[config.mk]
export PLATFORM = sky130hd
export DESIGN_NAME = first_difference_filter_flat
export DESIGN_NICKNAME = d
export VERILOG_FILES = /design/src/design/fdf_pkg.sv /design/src/design/fdf_sample_if.sv /design/src/design/fdf_result_if.sv /design/src/design/fdf_mul.sv /design/src/design/fdf_div.sv /design/src/design/first_difference_filter.sv /design/src/flat_wrapper.sv
export SDC_FILE = /design/constraint.sdc
export NUM_CORES = 1
export LEC_CHECK = 0
export ABC_AREA = 1
export BUFFER_PORTS_ARGS = -buffer_cell sky130_fd_sc_hd__buf_2
export CORE_UTILIZATION = 55
export DETAILED_ROUTE_END_ITERATION = 8
export PLACE_DENSITY = 0.72
export SLEW_MARGIN = 15
export SYNTH_ARGS = -nofsm -noshare
export SYNTH_HDL_FRONTEND = slang
export SYNTH_SLANG_ARGS = --single-unit
[constraint.sdc]
create_clock -name clk -period 10.8 [get_ports clk]
set_input_delay 3.24 -clock clk [delete_from_list [all_inputs] [get_ports clk]]
set_output_delay 3.24 -clock clk [all_outputs]
set_load 0.02 [all_outputs]
[src/design/fdf_pkg.sv]
// Package for the first difference filter: register widths, configuration
// register indexes, filter modes and controller states.
// No dependencies; fdf_result_if and first_difference_filter use it.
`default_nettype none

package fdf_pkg;

    localparam int SAMPLE_WIDTH_DEF = 16;
    localparam int MODE_W           = 2;
    localparam int TAU_W            = 16;
    localparam int GAIN_W           = 8;
    localparam int OUT_W            = 32;
    localparam int CFG_INDEX_W      = 2;
    localparam int CFG_DATA_W       = 16;

    typedef enum logic [CFG_INDEX_W-1:0] {
        REG_MODE = 2'd0,
        REG_TAU  = 2'd1,
        REG_GAIN = 2'd2
    } cfg_index_t;

    typedef enum logic [MODE_W-1:0] {
        MODE_LOWPASS     = 2'd0,
        MODE_HIGHPASS    = 2'd1,
        MODE_ENV_LOWPASS = 2'd2,
        MODE_ENV_LINEAR  = 2'd3
    } mode_t;

    typedef enum logic [2:0] {
        ST_IDLE,
        ST_MUL_GAIN,
        ST_MUL_TAU,
        ST_DIV,
        ST_FINISH
    } state_t;

endpackage

`default_nettype wire

[src/design/fdf_sample_if.sv]
// Input channel of the first difference filter: valid/ready handshake
// carrying one signed audio sample per transaction. No dependencies.
`default_nettype none

interface fdf_sample_if #(
    parameter int WIDTH = 16
) ();

    logic                    valid;
    logic                    ready;
    logic signed [WIDTH-1:0] sample;

    modport source (output valid, output sample, input ready);
    modport sink   (input valid, input sample, output ready);

endinterface

`default_nettype wire

[src/design/fdf_result_if.sv]
// Output channel of the first difference filter: valid/ready handshake
// carrying the filtered value and its saturation flag. Uses fdf_pkg.
`default_nettype none

interface fdf_result_if ();

    logic                            valid;
    logic                            ready;
    logic signed [fdf_pkg::OUT_W-1:0] filtered;
    logic                            saturated;

    modport source (output valid, output filtered, output saturated, input ready);
    modport sink   (input valid, input filtered, input saturated, output ready);

endinterface

`default_nettype wire

[src/design/fdf_mul.sv]
// Shift-and-add multiplier: signed multiplicand times unsigned multiplier,
// one multiplier bit per cycle, added onto a preloaded accumulator.
// No dependencies.
`default_nettype none

module fdf_mul #(
    parameter int ACC_W = 49,
    parameter int MPL_W = 16
) (
    input  wire logic                    clk,
    input  wire logic                    rst_n,
    input  wire logic                    start,
    input  wire logic signed [ACC_W-1:0] mcand,
    input  wire logic        [MPL_W-1:0] mplier,
    input  wire logic signed [ACC_W-1:0] acc_init,
    output logic                         done,
    output logic signed [ACC_W-1:0]      product
);

    localparam int CNT_W = $clog2(MPL_W);

    logic                    busy_reg, busy_next;
    logic                    done_reg, done_next;
    logic        [CNT_W-1:0] cnt_reg, cnt_next;
    logic signed [ACC_W-1:0] acc_reg, acc_next;
    logic signed [ACC_W-1:0] mcand_reg, mcand_next;
    logic        [MPL_W-1:0] mplier_reg, mplier_next;
    logic                    last;

    assign last = (cnt_reg == CNT_W'(MPL_W - 1));

    always_comb
    begin
        busy_next   = busy_reg;
        done_next   = 1'b0;
        cnt_next    = cnt_reg;
        acc_next    = acc_reg;
        mcand_next  = mcand_reg;
        mplier_next = mplier_reg;
        if (start)
        begin
            busy_next   = 1'b1;
            cnt_next    = '0;
            acc_next    = acc_init;
            mcand_next  = mcand;
            mplier_next = mplier;
        end
        else if (busy_reg)
        begin
            acc_next    = mplier_reg[0] ? acc_reg + mcand_reg : acc_reg;
            mcand_next  = mcand_reg <<< 1;
            mplier_next = mplier_reg >> 1;
            cnt_next    = cnt_reg + CNT_W'(1);
            if (last)
            begin
                busy_next = 1'b0;
                done_next = 1'b1;
            end
        end
    end

    always_ff @(posedge clk or negedge rst_n)
    begin
        if (!rst_n)
        begin
            busy_reg <= 1'b0;
            done_reg <= 1'b0;
            cnt_reg  <= '0;
        end
        else
        begin
            busy_reg <= busy_next;
            done_reg <= done_next;
            cnt_reg  <= cnt_next;
        end
    end

    always_ff @(posedge clk)
    begin
        acc_reg    <= acc_next;
        mcand_reg  <= mcand_next;
        mplier_reg <= mplier_next;
    end

    assign done    = done_reg;
    assign product = acc_reg;

endmodule

`default_nettype wire

[src/design/fdf_div.sv]
// Restoring divider on magnitudes, one quotient bit per cycle. The caller
// guarantees that the quotient fits in Q_W bits. No dependencies.
`default_nettype none

module fdf_div #(
    parameter int NUM_W = 48,
    parameter int Q_W   = 32,
    parameter int D_W   = 17
) (
    input  wire logic             clk,
    input  wire logic             rst_n,
    input  wire logic             start,
    input  wire logic [NUM_W-1:0] num_mag,
    input  wire logic [D_W-1:0]   divisor,
    output logic                  done,
    output logic [Q_W-1:0]        quotient
);

    localparam int CNT_W = $clog2(Q_W);

    logic             busy_reg, busy_next;
    logic             done_reg, done_next;
    logic [CNT_W-1:0] cnt_reg, cnt_next;
    logic [D_W-1:0]   rem_reg, rem_next;
    logic [Q_W-1:0]   q_reg, q_next;
    logic [D_W-1:0]   dvs_reg, dvs_next;
    logic [D_W:0]     rem_sh;
    logic [D_W:0]     diff;
    logic             fits;
    logic             last;

    assign rem_sh = {rem_reg, q_reg[Q_W-1]};
    assign diff   = rem_sh - {1'b0, dvs_reg};
    assign fits   = ~diff[D_W];
    assign last   = (cnt_reg == CNT_W'(Q_W - 1));

    always_comb
    begin
        busy_next = busy_reg;
        done_next = 1'b0;
        cnt_next  = cnt_reg;
        rem_next  = rem_reg;
        q_next    = q_reg;
        dvs_next  = dvs_reg;
        if (start)
        begin
            busy_next = 1'b1;
            cnt_next  = '0;
            rem_next  = D_W'(num_mag >> Q_W);
            q_next    = num_mag[Q_W-1:0];
            dvs_next  = divisor;
        end
        else if (busy_reg)
        begin
            rem_next = fits ? diff[D_W-1:0] : rem_sh[D_W-1:0];
            q_next   = {q_reg[Q_W-2:0], fits};
            cnt_next = cnt_reg + CNT_W'(1);
            if (last)
            begin
                busy_next = 1'b0;
                done_next = 1'b1;
            end
        end
    end

    always_ff @(posedge clk or negedge rst_n)
    begin
        if (!rst_n)
        begin
            busy_reg <= 1'b0;
            done_reg <= 1'b0;
            cnt_reg  <= '0;
        end
        else
        begin
            busy_reg <= busy_next;
            done_reg <= done_next;
            cnt_reg  <= cnt_next;
        end
    end

    always_ff @(posedge clk)
    begin
        rem_reg <= rem_next;
        q_reg   <= q_next;
        dvs_reg <= dvs_next;
    end

    assign done     = done_reg;
    assign quotient = q_reg;

endmodule

`default_nettype wire

[src/design/first_difference_filter.sv]
// First difference filter: lowpass, highpass and envelope modes on a stream
// of signed samples. Uses fdf_pkg, fdf_sample_if, fdf_result_if, fdf_mul, fdf_div.
//
// Usage: samples arrive on the samples channel, one per transaction, and each
// gives exactly one transaction on the results channel (filtered value and a
// saturation flag). Mode, tau and gain are written through cfg_wen, cfg_index and
// cfg_data only while no sample is in flight; the user, not the block, ensures it.
// Datapath: one serial multiplier does gain*x (gain*dx in highpass) and then
// tau*(...), and a restoring divider by tau+1 produces Q bits at one bit per
// cycle, with Q = max(32, SAMPLE_WIDTH + 9). Envelope linear mode skips the
// second multiply and the divide.
// One sample is processed at a time; the result sits in an output register, so
// a new sample is accepted while the receiver has not taken the last result.
// If the receiver stalls, the block holds the next result in its final state
// until the output register frees up.
// Reset clears the previous output and previous sample to zero and sets mode
// to lowpass, tau to 1 and gain to 1.
`default_nettype none

module first_difference_filter #(
    parameter int SAMPLE_WIDTH = fdf_pkg::SAMPLE_WIDTH_DEF
) (
    input  wire logic                               clk,
    input  wire logic                               rst_n,
    fdf_sample_if.sink                              samples,
    fdf_result_if.source                            results,
    input  wire logic                               cfg_wen,
    input  wire logic [fdf_pkg::CFG_INDEX_W-1:0]    cfg_index,
    input  wire logic [fdf_pkg::CFG_DATA_W-1:0]     cfg_data
);

    import fdf_pkg::*;

    localparam int DX_W  = SAMPLE_WIDTH + 1;
    localparam int GX_W  = DX_W + GAIN_W;
    localparam int S_W   = ((OUT_W > GX_W) ? OUT_W : GX_W) + 1;
    localparam int ACC_W = S_W + TAU_W;
    localparam int Q_W   = S_W - 1;
    localparam int R_W   = S_W + 1;
    localparam int D_W   = TAU_W + 1;

    localparam logic signed [R_W-1:0] SAT_MAX = R_W'({1'b0, {(OUT_W-1){1'b1}}});
    localparam logic signed [R_W-1:0] SAT_MIN = ~SAT_MAX;

    state_t                         state_reg, state_next;
    mode_t                          mode_reg;
    logic        [TAU_W-1:0]        tau_reg;
    logic        [GAIN_W-1:0]       gain_reg;
    logic signed [OUT_W-1:0]        prev_output_reg;
    logic signed [SAMPLE_WIDTH-1:0] prev_sample_reg;
    logic signed [SAMPLE_WIDTH-1:0] x_reg;
    logic signed [GX_W-1:0]         gx_reg;
    logic                           neg_reg;
    logic                           results_valid_reg;
    logic signed [OUT_W-1:0]        filtered_reg, filtered_next;
    logic                           saturated_reg, saturated_next;

    logic                           samples_ready;
    logic                           accept;
    logic                           finish_load;
    logic signed [DX_W-1:0]         dx;

    logic                           mul_start;
    logic signed [ACC_W-1:0]        mul_mcand;
    logic        [TAU_W-1:0]        mul_mplier;
    logic signed [ACC_W-1:0]        mul_acc;
    logic                           mul_done;
    logic signed [ACC_W-1:0]        mul_product;

    logic                           div_start;
    logic        [ACC_W-1:0]        prod_mag;
    logic        [D_W-1:0]          divisor;
    logic                           div_done;
    logic        [Q_W-1:0]          div_quot;

    logic signed [R_W-1:0]          q_ext;
    logic signed [R_W-1:0]          lp;
    logic signed [R_W-1:0]          gx_ext;
    logic signed [R_W-1:0]          lin;
    logic signed [R_W-1:0]          r;

    assign dx     = DX_W'(samples.sample) - DX_W'(prev_sample_reg);
    assign accept = samples.valid && samples_ready;

    fdf_mul #(
        .ACC_W (ACC_W),
        .MPL_W (TAU_W)
    ) u_mul (
        .clk      (clk),
        .rst_n    (rst_n),
        .start    (mul_start),
        .mcand    (mul_mcand),
        .mplier   (mul_mplier),
        .acc_init (mul_acc),
        .done     (mul_done),
        .product  (mul_product)
    );

    assign prod_mag = mul_product[ACC_W-1] ? -mul_product : mul_product;
    assign divisor  = D_W'(tau_reg) + D_W'(1);

    fdf_div #(
        .NUM_W (ACC_W - 1),
        .Q_W   (Q_W),
        .D_W   (D_W)
    ) u_div (
        .clk      (clk),
        .rst_n    (rst_n),
        .start    (div_start),
        .num_mag  (prod_mag[ACC_W-2:0]),
        .divisor  (divisor),
        .done     (div_done),
        .quotient (div_quot)
    );

    always_comb
    begin
        state_next = state_reg;
        unique case (state_reg)
            ST_IDLE:
            begin
                if (samples.valid)
                    state_next = ST_MUL_GAIN;
            end
            ST_MUL_GAIN:
            begin
                if (mul_done)
                    state_next = (mode_reg == MODE_ENV_LINEAR) ? ST_FINISH : ST_MUL_TAU;
            end
            ST_MUL_TAU:
            begin
                if (mul_done)
                    state_next = ST_DIV;
            end
            ST_DIV:
            begin
                if (div_done)
                    state_next = ST_FINISH;
            end
            ST_FINISH:
            begin
                if (!results_valid_reg || results.ready)
                    state_next = ST_IDLE;
            end
            default:
            begin
                state_next = ST_IDLE;
            end
        endcase
    end

    always_comb
    begin
        samples_ready = 1'b0;
        mul_start     = 1'b0;
        div_start     = 1'b0;
        finish_load   = 1'b0;
        mul_mcand     = '0;
        mul_mplier    = '0;
        mul_acc       = '0;
        unique case (state_reg)
            ST_IDLE:
            begin
                samples_ready = 1'b1;
                mul_start     = samples.valid;
                mul_mcand     = (mode_reg == MODE_HIGHPASS) ? ACC_W'(dx)
                                                            : ACC_W'(samples.sample);
                mul_mplier    = TAU_W'(gain_reg);
            end
            ST_MUL_GAIN:
            begin
                mul_start  = mul_done && (mode_reg != MODE_ENV_LINEAR);
                mul_mplier = tau_reg;
                if (mode_reg == MODE_HIGHPASS)
                begin
                    mul_mcand = ACC_W'(prev_output_reg) + mul_product;
                end
                else
                begin
                    mul_mcand = ACC_W'(prev_output_reg);
                    mul_acc   = mul_product;
                end
            end
            ST_MUL_TAU:
            begin
                div_start = mul_done;
            end
            ST_DIV:
            begin
            end
            ST_FINISH:
            begin
                finish_load = !results_valid_reg || results.ready;
            end
            default:
            begin
            end
        endcase
    end

    always_comb
    begin
        q_ext  = R_W'(div_quot);
        lp     = neg_reg ? -q_ext : q_ext;
        gx_ext = R_W'(gx_reg);
        lin    = R_W'(prev_output_reg) - R_W'(1);
        unique case (mode_reg)
            MODE_LOWPASS,
            MODE_HIGHPASS:    r = lp;
            MODE_ENV_LOWPASS: r = (gx_ext > lp) ? gx_ext : lp;
            MODE_ENV_LINEAR:  r = (gx_ext > lin) ? gx_ext : lin;
            default:          r = lp;
        endcase
        saturated_next = 1'b1;
        priority if (r > SAT_MAX)
            filtered_next = SAT_MAX[OUT_W-1:0];
        else if (r < SAT_MIN)
            filtered_next = SAT_MIN[OUT_W-1:0];
        else
        begin
            filtered_next  = r[OUT_W-1:0];
            saturated_next = 1'b0;
        end
    end

    always_ff @(posedge clk or negedge rst_n)
    begin
        if (!rst_n)
        begin
            state_reg         <= ST_IDLE;
            mode_reg          <= MODE_LOWPASS;
            tau_reg           <= TAU_W'(1);
            gain_reg          <= GAIN_W'(1);
            prev_output_reg   <= '0;
            prev_sample_reg   <= '0;
            results_valid_reg <= 1'b0;
        end
        else
        begin
            state_reg <= state_next;
            if (cfg_wen)
            begin
                unique case (cfg_index)
                    REG_MODE: mode_reg <= mode_t'(cfg_data[MODE_W-1:0]);
                    REG_TAU:  tau_reg  <= cfg_data[TAU_W-1:0];
                    REG_GAIN: gain_reg <= cfg_data[GAIN_W-1:0];
                    default:
                    begin
                    end
                endcase
            end
            if (finish_load)
            begin
                prev_output_reg   <= filtered_next;
                prev_sample_reg   <= x_reg;
                results_valid_reg <= 1'b1;
            end
            else if (results.ready)
            begin
                results_valid_reg <= 1'b0;
            end
        end
    end

    always_ff @(posedge clk)
    begin
        if (accept)
            x_reg <= samples.sample;
        if ((state_reg == ST_MUL_GAIN) && mul_done)
            gx_reg <= mul_product[GX_W-1:0];
        if (div_start)
            neg_reg <= mul_product[ACC_W-1];
        if (finish_load)
        begin
            filtered_reg  <= filtered_next;
            saturated_reg <= saturated_next;
        end
    end

    assign samples.ready     = samples_ready;
    assign results.valid     = results_valid_reg;
    assign results.filtered  = filtered_reg;
    assign results.saturated = saturated_reg;

endmodule

`default_nettype wire
[src/flat_wrapper.sv]
// flat-port wrapper written by rule: the top's interface ports become plain ports
module first_difference_filter_flat import fdf_pkg::*;
#(
    parameter int SAMPLE_WIDTH = fdf_pkg::SAMPLE_WIDTH_DEF
)
  (clk, rst_n, cfg_wen, cfg_index, cfg_data, samples_valid, samples_sample, samples_ready, results_valid, results_filtered, results_saturated, results_ready);
  fdf_sample_if samples_i ();
  fdf_result_if results_i ();
  input  wire logic clk;
  input  wire logic rst_n;
  input  wire logic cfg_wen;
  input  wire logic [fdf_pkg::CFG_INDEX_W-1:0] cfg_index;
  input  wire logic [fdf_pkg::CFG_DATA_W-1:0] cfg_data;
  input wire logic [$bits(samples_i.valid)-1:0] samples_valid;
  input wire logic [$bits(samples_i.sample)-1:0] samples_sample;
  output wire logic [$bits(samples_i.ready)-1:0] samples_ready;
  output wire logic [$bits(results_i.valid)-1:0] results_valid;
  output wire logic [$bits(results_i.filtered)-1:0] results_filtered;
  output wire logic [$bits(results_i.saturated)-1:0] results_saturated;
  input wire logic [$bits(results_i.ready)-1:0] results_ready;
  assign samples_i.valid = samples_valid;
  assign samples_i.sample = samples_sample;
  assign samples_ready = samples_i.ready;
  assign results_valid = results_i.valid;
  assign results_filtered = results_i.filtered;
  assign results_saturated = results_i.saturated;
  assign results_i.ready = results_ready;
  first_difference_filter #(.SAMPLE_WIDTH(SAMPLE_WIDTH)) u_core (.clk(clk), .rst_n(rst_n), .samples(samples_i), .results(results_i), .cfg_wen(cfg_wen), .cfg_index(cfg_index), .cfg_data(cfg_data));
endmodule
After elaboration in Yosys (flattened, before gate mapping). Index checks and enable logic that the tools add are counted.

Bits in registers: 346. Input bits: 39. Output and inout bits: 35. Logic and storage cells: 131.

$add $sub $neg: 10. Magnitude comparators: 4. Eq/ne operators: 18. Muxes and demuxes: 55. Bitwise gates (word level): 1. Reduce and logical (&&, ||, !) cells: 18.

Operators with widths (count): 49-bit two-way mux (9); 32-bit two-way mux (4); 34-bit two-way mux (3); 34-bit one-hot mux with 3 select lines (1); 49-bit one-hot mux with 2 select lines (1); 16-bit two-way mux (4); 32-bit by 49-bit adder with 49-bit output (1); 49-bit adder (1); 48-bit two-way mux (1); 48-bit negation (1); 25-bit by 34-bit > comparator with 1-bit output (1); 34-bit by 32-bit > comparator with 1-bit output, second input constant (1); 34-bit by 32-bit < comparator with 1-bit output, second input constant (1); 32-bit negation with 34-bit output (1); 25-bit by 33-bit > comparator with 1-bit output (1); 32-bit by 2-bit subtractor with 33-bit output, second input constant (1); 16-bit one-hot mux with 2 select lines (1); 1-bit two-way mux (18); 3-bit two-way mux (6); 18-bit by 17-bit subtractor with 18-bit output (1); 16-bit by 1-bit adder with 17-bit output, second input constant (1); 17-bit two-way mux (1); 16-bit by 16-bit subtractor with 17-bit output (1); 3-bit one-hot mux with 5 select lines (1); 26 further kinds (44).

Logic depth before layout (Yosys ltp). Gate-level depths: netlist (run 1).

Depth in word-level cells: 8. Mapped depth: 33.

Cells and area by module. Synthesis (run 1) repeated with hierarchy kept, for this count alone.

Cell total of the unflattened synthesis: 4559. Area, all modules: 30644.4 µm².

By module, submodules not included: first_difference_filter (instances 1, cells each 2577, area each 16699.8 µm², sequential area each 4206.5 µm²); fdf_mul (instances 1, cells each 1418, area each 9367.7 µm², sequential area each 3573.4 µm²); fdf_div (instances 1, cells each 564, area each 4576.9 µm², sequential area each 2147.1 µm²).

Worst setup path after synthesis (run 1). OpenSTA, ideal clock, no wires.

Kind: input -> register. From: in samples_valid. To: reg u_core.u_mul.mcand_reg[0] (enable). Setup time: 0.695 ns. Arrival: 4.965 ns. Path slack: 5.139 ns. Stages on the path: 5. Buffers on the path: 1. Path through: nand2_1 > nand2_1 > inv_1 > clkbuf_1 > nand2_1.

Longest elaborated chain between the ends: 2.

RTL lines: start: declaration (RTL line flat_wrapper.sv:14) `input wire logic [$bits(samples_i.valid)-1:0] samples_valid;`; 1-bit one-hot mux with 2 select lines (RTL line first_difference_filter.sv:161) `unique case (state_reg)`; 2-bit nonzero test (no source line); end signal: assignment (RTL line fdf_mul.sv:81) `mcand_reg <= mcand_next;`; end: declaration (RTL line fdf_mul.sv:26) `logic signed [ACC_W-1:0] mcand_reg, mcand_next;`.

No other way between the ends. A chain may end at the register's enable or synchronous reset.

Worst setup path in the final report (run 1).
From: in samples_sample[0]. To: reg u_core.u_mul.mcand_reg[47], data pin.

Longest elaborated chain between the ends: 4.

RTL lines: start: declaration (RTL line flat_wrapper.sv:15) `input wire logic [$bits(samples_i.sample)-1:0] samples_sample;`; 16-bit by 16-bit subtractor with 17-bit output (RTL line first_difference_filter.sv:82) `assign dx = DX_W'(samples.sample) - DX_W'(prev_sample_reg);`; 49-bit two-way mux (RTL line first_difference_filter.sv:166) `mul_mcand = (mode_reg == MODE_HIGHPASS) ? ACC_W'(dx)`; 49-bit one-hot mux with 2 select lines (RTL line first_difference_filter.sv:161); 49-bit two-way mux (RTL line fdf_mul.sv:40) `if (start)`; via u_core.u_mul.mcand_next[47] (RTL line fdf_mul.sv:26).

The timed path passes the listed nets, and every way through them passes these cells.

==> run_results.csv, run 1 <==
group,metric,value,unit
detailed_routing,wire_per_inst,19.31,um
cts,cts_setup_buffers,0,
timing,period_share,0.5155,
floorplanning,die_w,225.5,um
timing,period_needed,5.567,ns
pwr,clkPwrFrac,0.142,
logic_synthesis,yosysSeqAreaShare,0.3615,
final_layout,fillers,4623,
logic_synthesis,yosys.area.top_type,"edfxtp_1",
global_routing,grt_pass1_vias,23740,
logic_synthesis,synth_top_area_frac,0.2777,
pwr,combPwrFrac,0.582,
pwr,power.density,343.0,nW/um^2
global_routing,grt.overflow.total,0,
final_layout,area_growth,8.857,%
logic_synthesis,ys_dominant_reg_cell,"edfxtp_1",
timing,rsz0062_at_grt,"no",
logic_synthesis,synthMostInstantiatedCell,"nand2_1",
detailed_routing,drtPass1Iterations,6,
pwr,total_power,10.26,mW
flow_run,drv_cap,0,
pwr,peakVddDrop,0.2272,mV
cts,cts.sinks,346,
pwr,p_leak,13.50,nW
global_routing,grt_pass1_wl,133.7,mm
final_layout,seqCellArea,9927,sq um
logic_synthesis,synth-edff-count,254,
pwr,p_sw_frac,0.5148,
floorplanning,fp-row-count,81,
placement,io_buffer_count,73,
timing,fin_skew,0.02322,ns
final_layout,multiInputGateArea,15480,sq um
worst_setup_path,path_cells,"buf_2 > inv_1 > ha_1 > fa_1 > nand3b_1 > nand2_1 > a21oi_1 > o21bai_1 > nand3_1 > nand2_1 > inv_1 > o21ai_0 > nand2_1 > a21oi_2 > buf_4 > a21oi_1",
detailed_routing,routed_wl,86.75,mm
logic_synthesis,ys_seq_elements,346,
cts,numCtsBuffers,41,
timing,hold_viol_final,0,
timing,slew-limit-headroom,0.2487,
floorplanning,dieHeight,225.5,um
worst_setup_path,r2r_slack,5.32,ns
placement,hpwl,66.61,mm
worst_setup_path,endpoint_kind,"flip-flop",
logic_synthesis,synthTopCellsByArea,"edfxtp_1 28%, nand2_1 12%, ha_1 9.2%, dfrtp_1 8.1%, nor2_1 6.7%",
detailed_routing,drc,0,
detailed_routing,viasPerCell,5.790,
worst_setup_path,critical_path_required,11.10,ns
worst_setup_path,arrival,5.87,ns
pwr,intPower,4.975,mW
detailed_routing,vias,26010,
cts,clk_latency,0.58,ns
worst_setup_path,worst-path-max-fanout,33,
worst_setup_path,crit_top_cell,"nand2_1",
logic_synthesis,synth.avg_cell_area,7.339,sq um
logic_synthesis,synth_nets,3988,
floorplanning,placeableCoreArea,49050,sq um
final_layout,final_layout_size_suffix_gt1_frac,0.06479,
global_routing,grt_usage,0.3425,
hold_path,hp-class,"flip-flop to flip-flop",
logic_synthesis,yosysWarnings,0,
timing,final.setup.tns,0,ns
cts,cts_tree,"yes",
cts,htreeDepth,2,
final_layout,antenna_cells,0,
final_layout,nNetsFinal,4041,
worst_setup_path,cp-start-kind,"input pin",
worst_setup_path,crit_type,"input pin to flip-flop",
timing,tightest_slew,1.120,ns
logic_synthesis,syn_inst,3742,
global_routing,grt_start_max_net_pins,99,
timing,finalSetupViolCount,0,
outcome,status,"complete, no violations",
logic_synthesis,ys_async_sr_fraction,0.2630,
worst_setup_path,cp_slowest_cell,"fa_1",
floorplanning,start_util,0.5599,
timing,drv_slew,0,
pwr,switchingPower,5.280,mW
logic_synthesis,synth_common_cells,"855 x nand2_1, 492 x nor2_1, 440 x inv_1",
floorplanning,dieArea,50830,sq um
detailed_routing,dr.first_iter.drc_count,2701,
floorplanning,io_pins,74,
cts,cts_buffer_depth,3,
worst_setup_path,critPathMaxStageDelay,0.40,ns
logic_synthesis,synth_cell_type_count,62,
pwr,pwr-share-seq,0.276,
placement,routabilityCongestion,1.021,
global_routing,antenna_found_initial,0,
cts,post_cts_resized,0,
detailed_routing,postRouteAntennaNets,0,
timing,max_freq,0.1796,GHz
cts,path_clk_slew,0.06,ns
cts,cts_hold_buffers,0,
logic_synthesis,netlist_area,27460,sq um
cts,cts-root-buf,"clkbuf_16",
==> cell usage in the layout (no fill, tap or decap), types with 44 or more instances in the layout <==
cell type,Yosys,final
inv_1,440,439
ha_1,203,203
xor2_1,98,98
dfrtp_1,89,89
a31oi_1,50,50
nand2_1,855,852
buf_2,15,72
o21ai_0,321,321
a21oi_1,359,358
edfxtp_1,254,254
nor2_1,492,488
clkbuf_16,0,44
nand3_1,105,105
==> power groups by stage <==
stage / sequential [mW] / clock, mW / combinational (mW)
after global routing: 2.86 / 1.52 / 6.65
after detailed placement: 2.81 / 0 / 5.80
after global placement: 2.81 / 0 / 5.73
after floorplan: 2.50 / 0 / 4.33
final: 2.83 / 1.45 / 5.97
after CTS: 2.79 / 1.47 / 5.83
==> logic make-up after synthesis <==
logic type      synth area share
xor+xnor                 0.04397
buf+inv                  0.07604
simple gates              0.2419
compound gates            0.1801
flops                     0.3615
mux                     0.001185
fa+ha+maj                0.09540
==> final timing paths <==
check | endpoint | cells after the start | from
max | u_core.u_mul.mcand_reg[47] | 16 | samples_sample[0]
min | u_core.prev_sample_reg[0] | 2 | u_core.x_reg[0]
max reg2reg | u_core.results.filtered[19] | 26 | u_core.u_div.quotient[0]
min reg2reg | u_core.prev_sample_reg[0] | 2 | u_core.x_reg[0]
max in group asynchronous | u_core.u_div.cnt_reg[0] | 2 | rst_n
min in group asynchronous | u_core.prev_sample_reg[13] | 1 | rst_n
==> stage by stage <==
stage	hold slack (ns)	area [sq um]	worst slack, ns	std cells	utilization
2_1_floorplan	0.4244	27460	5.139	3742	-
3_3_place_gp	0.4405	28500	4.740	4416	0.5810
3_5_place_dp	0.4430	28500	4.709	4416	0.5810
4_1_cts	0.4631	29890	5.306	4492	0.6095
5_1_grt	0.4828	29890	4.886	4492	0.6095
6_report	0.4591	29890	5.233	4492	0.6095
==> routing by layer <==
metal | up-vias | track usage | share of wire
met5 | - | 0 | 0
met4 | 0 | 0.1273 | 0.035
li1 | 12730 | - | -
met2 | 1089 | 0.5164 | 0.43
met1 | 12020 | 0.5000 | 0.45
met3 | 168 | 0.04368 | 0.092
==> final cells by class <==
type	count	area share
Multi-Input combinational cell	2858	0.5178
Sequential cell	346	0.3321
Inverter	446	0.05604
Clock buffer	66	0.04127
Tap cell	664	0.02779
Timing Repair Buffer	102	0.01959
Clock inverter	10	0.005483
==> worst max-delay path: cells and delay by family <==
| kind | cells | cell delay [ns] |
|---|---|---|
| compound gates | 5 | 0.75 |
| buf+inv | 4 | 0.56 |
| simple gates | 5 | 0.64 |
| fa+ha+maj | 2 | 0.62 |
No activity file was read; power rests on OpenSTA's default activity.
==> run 2, diff against run 1 <==
--- a/config.mk
+++ b/config.mk
@@ -5,11 +5,11 @@
 export SDC_FILE = /design/constraint.sdc
 export NUM_CORES = 1
 export LEC_CHECK = 0
-export ABC_AREA = 1
+export ABC_AREA = 0
 export BUFFER_PORTS_ARGS = -buffer_cell sky130_fd_sc_hd__buf_2
 export CORE_UTILIZATION = 55
 export DETAILED_ROUTE_END_ITERATION = 8
-export PLACE_DENSITY = 0.72
+export PLACE_DENSITY = 0.75
 export SLEW_MARGIN = 15
 export SYNTH_ARGS = -nofsm -noshare
 export SYNTH_HDL_FRONTEND = slang
==> constraint.sdc (replaced) <==
create_clock -name clk -period 5 [get_ports clk]
set_input_delay 1.5 -clock clk [delete_from_list [all_inputs] [get_ports clk]]
set_output_delay 1.5 -clock clk [all_outputs]
set_load 0.02 [all_outputs]
==> run 2 against run 1 <==
  * The flow now finishes with violations (negative setup slack)
  * Combinational power increased by 81%
  * Cell count down 23%
  * Core utilization is 4.9 points higher
  * Via count shrank 17%
  * Critical path type is now flip-flop to flip-flop
  * Largest cell class unchanged
  * Highest routed layer unchanged
==> run_results.csv, run 2 <==
group,metric,value,unit
outcome,status,"complete, but fails checks",
outcome,violations,"negative setup slack",
global_routing,grt_pass1_wl,110.8,mm
hold_path,hp-class,"flip-flop to flip-flop",
logic_synthesis,synthTopCellsByArea,"edfxtp_1 31%, ha_1 10%, dfrtp_1 9.0%, o21ai_0 4.7%, xor2_1 4.0%",
detailed_routing,postRouteAntennaNets,0,
pwr,intPower,10.84,mW
worst_setup_path,critical_path_required,5.45,ns
logic_synthesis,synth_nets,2846,
floorplanning,io_pins,74,
timing,rsz0062_at_grt,"yes",
final_layout,final_layout_size_suffix_gt1_frac,0.1880,
logic_synthesis,synthMostInstantiatedCell,"edfxtp_1",
worst_setup_path,crit_type,"flip-flop to flip-flop",
timing,hold_viol_final,0,
pwr,p_leak,12.40,nW
global_routing,grt_start_max_net_pins,69,
logic_synthesis,netlist_area,24880,sq um
logic_synthesis,yosysWarnings,0,
logic_synthesis,yosysSeqAreaShare,0.3991,
pwr,peakVddDrop,0.3465,mV
logic_synthesis,synth.avg_cell_area,9.567,sq um
timing,fin_hold_ws,0.4385,ns
timing,period_share,1.140,
pwr,power.density,651.7,nW/um^2
logic_synthesis,synth_top_area_frac,0.3066,
worst_setup_path,worst-path-max-fanout,4,
floorplanning,die_w,214.7,um
worst_setup_path,crit_end,"u_core.prev_output_reg[15]",
detailed_routing,routed_wl,70.10,mm
worst_setup_path,arrival,6.15,ns
floorplanning,dieHeight,214.7,um
final_layout,final_cell_count_no_fill,3469,
detailed_routing,drc,0,
worst_setup_path,endpoint_kind,"flip-flop",
timing,tightest_slew,1.132,ns
pwr,p_sw_frac,0.4314,
timing,max_freq,0.1754,GHz
final_layout,antenna_cells,0,
placement,routabilityCongestion,0.9395,
timing,period_needed,5.701,ns
logic_synthesis,yosys.area.top_type,"edfxtp_1",
cts,numCtsBuffers,39,
logic_synthesis,ys_dominant_reg_cell,"edfxtp_1",
detailed_routing,wire_per_inst,20.21,um
floorplanning,start_util,0.5601,
worst_setup_path,r2r-end,"u_core.prev_output_reg[15]",
timing,slew-limit-headroom,0.2424,
cts,clk_latency,0.57,ns
global_routing,grt.overflow.total,0,
detailed_routing,dr.first_iter.drc_count,1836,
floorplanning,placeableCoreArea,44410,sq um
cts,cts_tree,"yes",
timing,layout_setup_ws,-0.7012,ns
floorplanning,dieArea,46080,sq um
pwr,pwr-share-seq,0.281,
timing,fin_skew,0.01764,ns
cts,cts.sinks,346,
placement,dp.cells,3346,
final_layout,final_common_cell,"edfxtp_1",
logic_synthesis,synth_cell_type_count,86,
logic_synthesis,ys_async_sr_fraction,0.2630,
final_layout,nNetsFinal,3092,
pwr,combPwrFrac,0.568,
final_layout,area_growth,17.62,%
worst_setup_path,r2r_slack,-0.70,ns
logic_synthesis,synth-edff-count,254,
worst_setup_path,cp-startpoint,"u_core.u_div.quotient[7]",
cts,cts-root-buf,"clkbuf_16",
final_layout,fin_util,0.6588,
cts,htreeDepth,2,
detailed_routing,viasPerCell,6.191,
timing,finalSetupViolCount,65,
placement,hpwl,51.65,mm
detailed_routing,drtPass1Iterations,5,
logic_synthesis,synth_common_cells,"254 x edfxtp_1, 251 x nand2_1, 234 x o21ai_0",
cts,cts_buffer_depth,3,
worst_setup_path,r2r-start,"u_core.u_div.quotient[7]",
placement,io_buffer_count,73,
timing,final.setup.tns,-38.63,ns
logic_synthesis,ys_seq_elements,346,
floorplanning,fp-row-count,77,
worst_setup_path,cp-start-kind,"flip-flop",
pwr,switchingPower,8.227,mW
global_routing,antenna_found_initial,0,
detailed_routing,vias,21480,
worst_setup_path,ff2ff_path_depth,24,
timing,drv_slew,0,
global_routing,grt_usage,0.3001,
final_layout,layout_common_cells,"254 x edfxtp_1, 244 x nand2_1, 226 x o21ai_0",
logic_synthesis,syn_inst,2600,
global_routing,grt_pass1_vias,20760,
flow_run,drv_cap,0,
pwr,clkPwrFrac,0.152,
cts,path_clk_slew,0.06,ns
-- run 2: cell types whose count changed after synthesis, sizes merged, moves of 57 or more --
cell,change
o21ai,-57
xnor2,+70
nor2,-305
inv,-342
nand2,-641
a21oi,-189
nand3,-64
-- run 2: power groups by stage --
stage	sequential (mW)	combinational (mW)	clock (mW)
2_1_floorplan	5.01	7.61	0
3_3_place_gp	5.30	9.89	0
3_5_place_dp	5.34	10.1	0
4_1_cts	5.30	10.5	2.92
5_1_grt	5.42	12.0	3.03
6_report	5.35	10.8	2.89
-- run 2: layer usage --
metal / share of wire / vias to the layer above / wire (um) / track usage
li1: - / 10200 / - / -
met1: 0.45 / 10330 / 31870 / 0.4357
met2: 0.44 / 822 / 30590 / 0.4547
met3: 0.079 / 126 / 5510 / 0.05050
met4: 0.030 / 0 / 2126 / 0.09738
met5: 0 / - / 0 / 0
-- run 2: cells by family (layout without fill, tap and decap cells) --
kind of cell / count (synthesis) / after routing / synth area share
AND/OR/NAND/NOR: 755 / 755 / 0.1468
buffers and inverters: 203 / 480 / 0.03224
XOR/XNOR: 223 / 223 / 0.07882
flip-flops: 346 / 346 / 0.3991
AO/OA/AOI/OAI: 799 / 799 / 0.2079
multiplexers: 67 / 67 / 0.02983
adder cells (fa/ha/maj): 207 / 207 / 0.1053
-- run 2: how the worst min path moves through the flow --
stage                                           end  slack [ns]       startpoint  depth (start not counted)
after CTS                 u_core.prev_sample_reg[0]        0.44  u_core.x_reg[0]                          2
after global placement    u_core.prev_sample_reg[0]        0.42  u_core.x_reg[0]                          2
after detailed placement  u_core.prev_sample_reg[0]        0.43  u_core.x_reg[0]                          2
final                     u_core.prev_sample_reg[0]        0.44  u_core.x_reg[0]                          2
after floorplan           u_core.prev_sample_reg[0]        0.41  u_core.x_reg[0]                          2
after global routing      u_core.prev_sample_reg[0]        0.46  u_core.x_reg[0]                          2
-- run 2: metrics by stage --
step | instance area (sq um) | setup slack, ns | total power, mW
2_1_floorplan | 24950 | -0.4508 | 12.62
6_report | 29260 | -0.7012 | 19.07
3_3_place_gp | 27080 | -0.7629 | 15.19
3_5_place_dp | 27080 | -0.9931 | 15.49
5_1_grt | 29260 | -0.9288 | 20.42
4_1_cts | 29010 | -0.5939 | 18.75
-- run 2: repair_timing --
item / CTS / global route
buffers inserted: 38 / 12
hold buffers: 0 / 0
endpoints found under the setup margin: 65 / 65
cloned: 3 / 1
pin swaps: 19 / 34
resized for setup: 56 / 38
-- run 2: area by class of cell --
| type | instances | area, sq um |
|---|---|---|
| multi-input cells | 2051 | 14630 |
| flip-flops and latches | 346 | 9927 |
| inverters | 100 | 376.6 |
| fillers | 3470 | 15150 |
| well taps | 592 | 740.7 |
| clock inverters | 19 | 165.2 |
| clock buffers | 53 | 1110 |
| repair buffers | 308 | 2310 |
-- run 2: worst max-delay path: stages (launching register included) --
cell      delay [ns]
edfxtp_1        0.39
or4_4           0.57
nor4_4          0.26
nand3_2         0.13
or4_4           0.43
or4_4           0.44
o31a_1          0.29
xnor2_2         0.18
inv_2           0.07
ha_4            0.27
nand4_1         0.11
nor4_2          0.32
buf_4           0.17
a41oi_2         0.11
o221ai_2        0.24
buf_6           0.16
o22ai_4         0.06
a222oi_1        0.36
buf_4           0.19
buf_6           0.09
a21o_4          0.18
buf_6           0.12
buf_6           0.12
o21ai_4         0.06
mux2_4          0.27
